File: config.mk
export PLATFORM = sky130hd
export DESIGN_NAME = postfix_expression_evaluator_core
export DESIGN_NICKNAME = d
export VERILOG_FILES = /design/src/rtl/pfx_pkg.sv /design/src/rtl/pfx_cell.sv /design/src/rtl/pfx_div.sv /design/src/rtl/postfix_expression_evaluator_core.sv
export VERILOG_INCLUDE_DIRS = /design/src /design/src/rtl
export SDC_FILE = /design/constraint.sdc
export NUM_CORES = 2
export LEC_CHECK = 0
export ABC_AREA = 1
export BUFFER_PORTS_ARGS = -buffer_cell sky130_fd_sc_hd__buf_4
export CORE_UTILIZATION = 65
export DETAILED_ROUTE_END_ITERATION = 10
export PLACE_DENSITY = 0.87
export SLEW_MARGIN = 40
export SYNTH_ARGS = -nofsm -noshare
export SYNTH_HDL_FRONTEND = slang
export SYNTH_SLANG_ARGS = --single-unit
export TNS_END_PERCENT = 100
File: constraint.sdc
create_clock -name clk_i -period 32.5 [get_ports clk_i]
set_input_delay 4.875 -clock clk_i [delete_from_list [all_inputs] [get_ports clk_i]]
set_output_delay 4.875 -clock clk_i [all_outputs]
set_load 0.03 [all_outputs]
File: src/rtl/postfix_expression_evaluator_core_assert.svh
// assertion macros for the postfix evaluator core
// used by the top level only, needs clk_i and rst_ni in scope
`ifndef POSTFIX_EXPRESSION_EVALUATOR_CORE_ASSERT_SVH
`define POSTFIX_EXPRESSION_EVALUATOR_CORE_ASSERT_SVH

`ifndef SYNTHESIS
`define PFX_ASSERT(label, prop) \
  label: assert property (@(posedge clk_i) disable iff (!rst_ni) prop) \
    else $error("%m: assertion failed");
`define PFX_ASSERT_NR(label, prop) \
  label: assert property (@(posedge clk_i) prop) \
    else $error("%m: assertion failed");
`else
`define PFX_ASSERT(label, prop)
`define PFX_ASSERT_NR(label, prop)
`endif

`endif

File: src/rtl/pfx_pkg.sv
// shared types and constants for the postfix evaluator core
// no dependencies
package pfx_pkg;

  localparam int unsigned DataW      = 32;
  localparam int unsigned SymW       = 8;
  localparam int unsigned DepthW     = 5;
  localparam int unsigned StatusW    = 3;
  localparam int unsigned StackDepth = 16;

  localparam logic [SymW-1:0] SymZero  = 8'h30;
  localparam logic [SymW-1:0] SymNine  = 8'h39;
  localparam logic [SymW-1:0] SymPlus  = 8'h2B;
  localparam logic [SymW-1:0] SymMinus = 8'h2D;
  localparam logic [SymW-1:0] SymMul   = 8'h2A;
  localparam logic [SymW-1:0] SymDiv   = 8'h2F;
  localparam logic [SymW-1:0] SymMod   = 8'h25;

  localparam logic [StatusW-1:0] StOk      = 3'd0;
  localparam logic [StatusW-1:0] StUnder   = 3'd1;
  localparam logic [StatusW-1:0] StOver    = 3'd2;
  localparam logic [StatusW-1:0] StDivZero = 3'd3;
  localparam logic [StatusW-1:0] StUnknown = 3'd4;

  typedef struct packed {
    logic push;
    logic pop;
  } pfx_shift_t;

endpackage

File: src/rtl/pfx_cell.sv
// one stack cell of the shifting operand stack
// depends on pfx_pkg
module pfx_cell (
  input  logic                           clk_i,
  input  pfx_pkg::pfx_shift_t            ctrl_i,
  input  logic [pfx_pkg::DataW-1:0]      above_i,
  input  logic [pfx_pkg::DataW-1:0]      below_i,
  output logic [pfx_pkg::DataW-1:0]      value_o
);
  import pfx_pkg::*;

  logic [DataW-1:0] value_q;

  always_ff @(posedge clk_i) begin
    if (ctrl_i.push) begin
      value_q <= above_i;
    end else if (ctrl_i.pop) begin
      value_q <= below_i;
    end
  end

  assign value_o = value_q;

endmodule

File: src/rtl/pfx_div.sv
// iterative radix-2 signed divider, one quotient bit per cycle
// truncating quotient, remainder takes the dividend's sign; depends on pfx_pkg
module pfx_div (
  input  logic                      clk_i,
  input  logic                      rst_ni,
  input  logic                      start_i,
  input  logic [pfx_pkg::DataW-1:0] dividend_i,
  input  logic [pfx_pkg::DataW-1:0] divisor_i,
  output logic [pfx_pkg::DataW-1:0] quotient_o,
  output logic [pfx_pkg::DataW-1:0] remainder_o,
  output logic                      done_o
);
  import pfx_pkg::*;

  localparam int unsigned CntW = $clog2(DataW);

  logic [DataW-1:0] rem_q, quo_q, mag_b_q;
  logic             neg_q_q, neg_r_q;
  logic [CntW-1:0]  cnt_q;
  logic             busy_q, done_q;
  logic [DataW-1:0] mag_a, mag_b;
  logic [DataW:0]   trial;

  assign mag_a = dividend_i[DataW-1] ? (DataW'(0) - dividend_i) : dividend_i;
  assign mag_b = divisor_i[DataW-1] ? (DataW'(0) - divisor_i) : divisor_i;
  assign trial = {rem_q, quo_q[DataW-1]} - {1'b0, mag_b_q};

  always_ff @(posedge clk_i or negedge rst_ni) begin
    if (!rst_ni) begin
      busy_q <= 1'b0;
      done_q <= 1'b0;
      cnt_q  <= '0;
    end else begin
      done_q <= 1'b0;
      if (start_i) begin
        busy_q <= 1'b1;
        cnt_q  <= '1;
      end else if (busy_q) begin
        cnt_q <= cnt_q - 1'b1;
        if (cnt_q == '0) begin
          busy_q <= 1'b0;
          done_q <= 1'b1;
        end
      end
    end
  end

  always_ff @(posedge clk_i) begin
    if (start_i) begin
      rem_q   <= '0;
      quo_q   <= mag_a;
      mag_b_q <= mag_b;
      neg_q_q <= dividend_i[DataW-1] ^ divisor_i[DataW-1];
      neg_r_q <= dividend_i[DataW-1];
    end else if (busy_q) begin
      if (!trial[DataW]) begin
        rem_q <= trial[DataW-1:0];
        quo_q <= {quo_q[DataW-2:0], 1'b1};
      end else begin
        rem_q <= {rem_q[DataW-2:0], quo_q[DataW-1]};
        quo_q <= {quo_q[DataW-2:0], 1'b0};
      end
    end
  end

  assign quotient_o  = neg_q_q ? (DataW'(0) - quo_q) : quo_q;
  assign remainder_o = neg_r_q ? (DataW'(0) - rem_q) : rem_q;
  assign done_o      = done_q;

endmodule

File: src/rtl/postfix_expression_evaluator_core.sv
// postfix evaluator top level: sequencer, operand stack as a row of shifting cells
// each symbol goes S_EXEC, then S_DIV for / and %, then S_DONE, which commits it
// no new symbol is taken until the result is committed; a stalled output holds it
// asynchronous active-low reset empties the stack and drops any pending result
// depends on pfx_pkg, pfx_cell, pfx_div and the assertion macro header
`include "postfix_expression_evaluator_core_assert.svh"
module postfix_expression_evaluator_core #(
  parameter int unsigned STACK_DEPTH = pfx_pkg::StackDepth
) (
  input  logic                          clk_i,
  input  logic                          rst_ni,
  input  logic                          in_valid_i,
  output logic                          in_stall_o,
  input  logic [pfx_pkg::SymW-1:0]      symbol_i,
  input  logic                          last_i,
  output logic                          out_valid_o,
  input  logic                          out_stall_i,
  output logic signed [pfx_pkg::DataW-1:0] top_value_o,
  output logic [pfx_pkg::DepthW-1:0]    depth_o,
  output logic [pfx_pkg::StatusW-1:0]   status_o,
  output logic                          final_res_o
);
  import pfx_pkg::*;

  localparam int unsigned CntW = $clog2(STACK_DEPTH + 1);

  localparam logic [1:0] S_IDLE = 2'd0;
  localparam logic [1:0] S_EXEC = 2'd1;
  localparam logic [1:0] S_DIV  = 2'd2;
  localparam logic [1:0] S_DONE = 2'd3;

  localparam logic [1:0] ACT_NONE = 2'd0;
  localparam logic [1:0] ACT_PUSH = 2'd1;
  localparam logic [1:0] ACT_POP  = 2'd2;

  logic [1:0]         state_q, state_d;
  logic [1:0]         act_q, act_d;
  logic [SymW-1:0]    sym_q;
  logic               last_q;
  logic [DataW-1:0]   res_q, res_d;
  logic [StatusW-1:0] status_q, status_d;
  logic [CntW-1:0]    count_q, count_d, count_after;
  logic               out_valid_q;
  logic [DataW-1:0]   top_q;
  logic [DepthW-1:0]  depth_q;
  logic [StatusW-1:0] out_status_q;
  logic               final_q;

  logic               in_xfer, out_free, commit;
  logic               is_digit, is_op, is_divop;
  logic               div_start, div_done;
  logic [DataW-1:0]   div_quo, div_rem;
  logic [DataW-1:0]   top_after;
  pfx_shift_t         shift;
  logic [DataW-1:0]   cell_val [STACK_DEPTH];

  assign in_stall_o = (state_q != S_IDLE);
  assign in_xfer    = in_valid_i && !in_stall_o;
  assign out_free   = !out_valid_q || !out_stall_i;
  assign commit     = (state_q == S_DONE) && out_free;

  assign is_digit = (sym_q >= SymZero) && (sym_q <= SymNine);
  assign is_divop = (sym_q == SymDiv) || (sym_q == SymMod);
  assign is_op    = is_divop || (sym_q == SymPlus) || (sym_q == SymMinus) ||
                    (sym_q == SymMul);

  // operand stack, top of stack in cell 0
  assign shift.push = commit && (act_q == ACT_PUSH);
  assign shift.pop  = commit && (act_q == ACT_POP);

  for (genvar i = 0; i < STACK_DEPTH; i++) begin : g_cell
    logic [DataW-1:0] above, below;
    if (i == 0) begin : g_head
      assign above = res_q;
      assign below = res_q;
    end else if (i == STACK_DEPTH - 1) begin : g_tail
      assign above = cell_val[i-1];
      assign below = '0;
    end else begin : g_mid
      assign above = cell_val[i-1];
      assign below = cell_val[i+1];
    end
    pfx_cell u_cell (
      .clk_i   (clk_i),
      .ctrl_i  (shift),
      .above_i (above),
      .below_i (below),
      .value_o (cell_val[i])
    );
  end

  pfx_div u_div (
    .clk_i       (clk_i),
    .rst_ni      (rst_ni),
    .start_i     (div_start),
    .dividend_i  (cell_val[1]),
    .divisor_i   (cell_val[0]),
    .quotient_o  (div_quo),
    .remainder_o (div_rem),
    .done_o      (div_done)
  );

  always_comb begin
    state_d   = state_q;
    act_d     = act_q;
    res_d     = res_q;
    status_d  = status_q;
    div_start = 1'b0;
    case (state_q)
      S_IDLE: begin
        if (in_xfer) begin
          state_d = S_EXEC;
        end
      end
      S_EXEC: begin
        status_d = StOk;
        act_d    = ACT_NONE;
        state_d  = S_DONE;
        if (is_digit) begin
          if (count_q == CntW'(STACK_DEPTH)) begin
            status_d = StOver;
          end else begin
            act_d = ACT_PUSH;
            res_d = DataW'(sym_q - SymZero);
          end
        end else if (is_op) begin
          if (count_q < CntW'(2)) begin
            status_d = StUnder;
          end else if (is_divop && (cell_val[0] == '0)) begin
            status_d = StDivZero;
          end else begin
            act_d = ACT_POP;
            if (is_divop) begin
              div_start = 1'b1;
              state_d   = S_DIV;
            end else if (sym_q == SymPlus) begin
              res_d = cell_val[1] + cell_val[0];
            end else if (sym_q == SymMinus) begin
              res_d = cell_val[1] - cell_val[0];
            end else begin
              res_d = cell_val[1] * cell_val[0];
            end
          end
        end else begin
          status_d = StUnknown;
        end
      end
      S_DIV: begin
        if (div_done) begin
          res_d   = (sym_q == SymDiv) ? div_quo : div_rem;
          state_d = S_DONE;
        end
      end
      S_DONE: begin
        if (out_free) begin
          state_d = S_IDLE;
        end
      end
      default: begin
        state_d = S_IDLE;
      end
    endcase
  end

  always_comb begin
    case (act_q)
      ACT_PUSH: begin
        count_after = count_q + 1'b1;
        top_after   = res_q;
      end
      ACT_POP: begin
        count_after = count_q - 1'b1;
        top_after   = res_q;
      end
      default: begin
        count_after = count_q;
        top_after   = (count_q != '0) ? cell_val[0] : '0;
      end
    endcase
    count_d = count_q;
    if (commit) begin
      count_d = last_q ? '0 : count_after;
    end
  end

  always_ff @(posedge clk_i or negedge rst_ni) begin
    if (!rst_ni) begin
      state_q     <= S_IDLE;
      count_q     <= '0;
      out_valid_q <= 1'b0;
    end else begin
      state_q <= state_d;
      count_q <= count_d;
      if (commit) begin
        out_valid_q <= 1'b1;
      end else if (!out_stall_i) begin
        out_valid_q <= 1'b0;
      end
    end
  end

  always_ff @(posedge clk_i) begin
    act_q    <= act_d;
    res_q    <= res_d;
    status_q <= status_d;
    if (in_xfer) begin
      sym_q  <= symbol_i;
      last_q <= last_i;
    end
    if (commit) begin
      top_q        <= top_after;
      depth_q      <= DepthW'(count_after);
      out_status_q <= status_q;
      final_q      <= last_q;
    end
  end

  assign out_valid_o = out_valid_q;
  assign top_value_o = top_q;
  assign depth_o     = depth_q;
  assign status_o    = out_status_q;
  assign final_res_o = final_q;

  `PFX_ASSERT(a_count_bound, count_q <= CntW'(STACK_DEPTH))
  `PFX_ASSERT(a_div_done_state, div_done |-> (state_q == S_DIV))
  `PFX_ASSERT(a_over_full, out_valid_o && (status_o == StOver) |-> depth_o == DepthW'(STACK_DEPTH))
  `PFX_ASSERT_NR(a_reset_quiet, !rst_ni |=> (!out_valid_o && (count_q == '0)))

endmodule
==> results.cfg <==
[grt]
antenna_found_initial = 8
grt_pass1_vias = 45100
grt_pass1_wl_mm = 248
grt_max_degree = 253
grt_usage = 0.376
globalRoute.totalOverflow = 0

[synth]
synthSimpleGateAreaFrac = 0.175
synth_top_family_by_area = adder cells
synth-async-reset-ratio = 0.0211
synth_fp_nets = 7233
syn_inst = 6573
ys_types = 62
synth_ff_type = edfxtp_1
yosysTopAreaCell = edfxtp_1
muxShareOfSynthArea = 0
synth-xor-area-share = 0.0206
ys_top_cells_by_count = nand2_1 (1729), inv_1 (1277), edfxtp_1 (665)
netlist_top_cells_area = edfxtp_1 (36%), fa_1 (15%), nand2_1 (12%), inv_1 (8.7%), o21ai_0 (5.8%)
yosysWarnings = 0
synth-compound-area-share = 0.107
synth_edf_count = 665
synth_top_area_share = 0.364
ys_seq_area_frac = 0.382
syn_area_um2 = 54900
yosysMostFrequentCell = nand2_1
ys_ff_latch = 712
syn_area_per_cell_um2 = 8.35
synthAdderAreaFrac = 0.204

[critical_path]
cp.required_ns = 32.86
path_common_cell = nand2_1
critical_path.top_delay_family = adder cells
critPathMaxFanout = 20
crit_type = flip-flop to flip-flop
endpoint_kind = flip-flop
max_stage_delay_ns = 0.61
path_buf_inv = 5
worst_setup_path_start_kind = flip-flop
cp_slowest_cell = edfxtp_1
arrival_ns = 8.44

[placement]
placed_cells = 7533
gp_congestion = 1.05
dp_slack_ns = 24.11
hpwl_mm = 112
port_buffers = 55

[job]
drv_cap = 0

[clock_tree]
clk_latency_ns = 0.66
clock_sinks = 712
h-tree-depth = 3
cts_root_buf = clkbuf_16
cts_hold_buffers = 0
clkTransAtPathRegs_ns = 0.06
post_cts_buffers = 0
ctsResizeCount = 0
cts-buffers-inserted = 70
cts.path.max_buffers = 3
cts_tree = yes

[drt]
dr.pass1.iters = 9
wire_per_inst_um = 20.8
drt_iter0_markers = 6405
vias = 45900
viasPerCell = 5.99
finalWirelength_mm = 159
drtAntennaViolNets = 0
drc = 0

[sta]
finClkSkew_ns = 0.0319
maxSlewHeadroom = 0.347
period_share = 0.249
setup_viol = 0
worst_pin_slew_ns = 0.971
setup_tns_ns = 0
period_minus_slack_ns = 8.08
setup_ws_ns = 24.42
hold_violations = 0
max_freq_ghz = 0.124
final-max-slew-violation-count = 0
rsz0062_at_grt = false

[die]
coreArea_um2 = 83700
initial_utilization = 0.656
row_count = 106
die-width_um = 293
die_area_um2 = 85600
die_y_um = 293
io_pins = 56

[final_layout]
layout.cells.non_filler = 7663
nFillCells = 6070
syn2layout_area_growth_pct = 6.78
final_util = 0.701
drive_gt1_frac = 0.0475
finish.net_count = 7131

[worst_hold_path]
min_path_type = flip-flop to flip-flop

[status]
status = completed
==> layout by cell type (no fill, tap or decap), drive strengths merged, types with 33 or more instances in the layout <==
cell type     n
a21oi       266
buf         146
clkbuf       92
edfxtp      665
fa          412
ha          235
inv        1289
nand2      1734
nand3       184
nand4        33
nor2        309
nor3         64
o21ai       669
xor2        106
==> per-layer routing <==
layer  share of wire  global-route usage
met1            0.35               0.468
met2            0.45               0.591
met3            0.12              0.0958
met4           0.071               0.228
met5         0.00051                   0
==> registers in the layout, indices dropped and copies added (netlist names), 2 cells and up <==
signal	flops
status_o	3
sym_q	8
u_div.cnt_q	5
status_q	3
u_div.mag_b_q	32
u_div.quo_q	32
g_cell.above	32
top_value_o	32
g_cell.u_cell.value_o	512
u_div.rem_q	32
act_q	2
depth_o	5
count_q	5
state_q	2
==> through the flow <==
| stage | instance area (µm²) | hold slack, ns |
|---|---|---|
| floorplan | 54900 | 0.400 |
| global placement | 56200 | 0.419 |
| detailed placement | 56300 | 0.418 |
| CTS | 58600 | 0.435 |
| global route | 58600 | 0.447 |
| finish | 58600 | 0.437 |
==> logic make-up after synthesis <==
kind of cell / Yosys count
DFF: 712
xor gates and xnor gates: 129
buffers and inverters: 1611
and+or+nand+nor: 2379
adders and majority gates: 647
AOI/OAI and AO/OA: 1095
==> path summary, 6_finish.rpt <==
| path | from | endpoint | slack (ns) | depth (start not counted) |
|---|---|---|---|---|
| max reg2reg | g_cell[1].u_cell.value_o[12]$_DFFE_PP_ | g_cell[0].above[23]$_DFFE_PP_ | 24.42 | 29 |
| max | g_cell[1].u_cell.value_o[12]$_DFFE_PP_ | g_cell[0].above[23]$_DFFE_PP_ | 24.42 | 29 |
| min reg2reg | status_q[2]$_SDFFCE_PP0P_ | status_o[2]$_DFFE_PP_ | 0.44 | 0 |
| min | status_q[2]$_SDFFCE_PP0P_ | status_o[2]$_DFFE_PP_ | 0.44 | 0 |
| min in group asynchronous | rst_ni | u_div.cnt_q[3]$_DFFE_PN0P_ | 4.08 | 1 |
| max in group asynchronous | rst_ni | u_div.busy_q$_DFF_PN0_ | 28.24 | 1 |
==> cell type report <==
class,count,area [µm²],area share
multi-input combinational,4250,27900,0.475
sequential,712,21000,0.358
inverter,1290,4860,0.0829
clock buffer,91,1890,0.0323
tap,1134,1420,0.0242
timing repair buffer,147,1180,0.0202
clock inverter,36,424,0.00723
antenna,3,7.51,0.000128
Power is not shown: default switching activity piles up to over one toggle a cycle in this logic, so the estimate is an artifact.
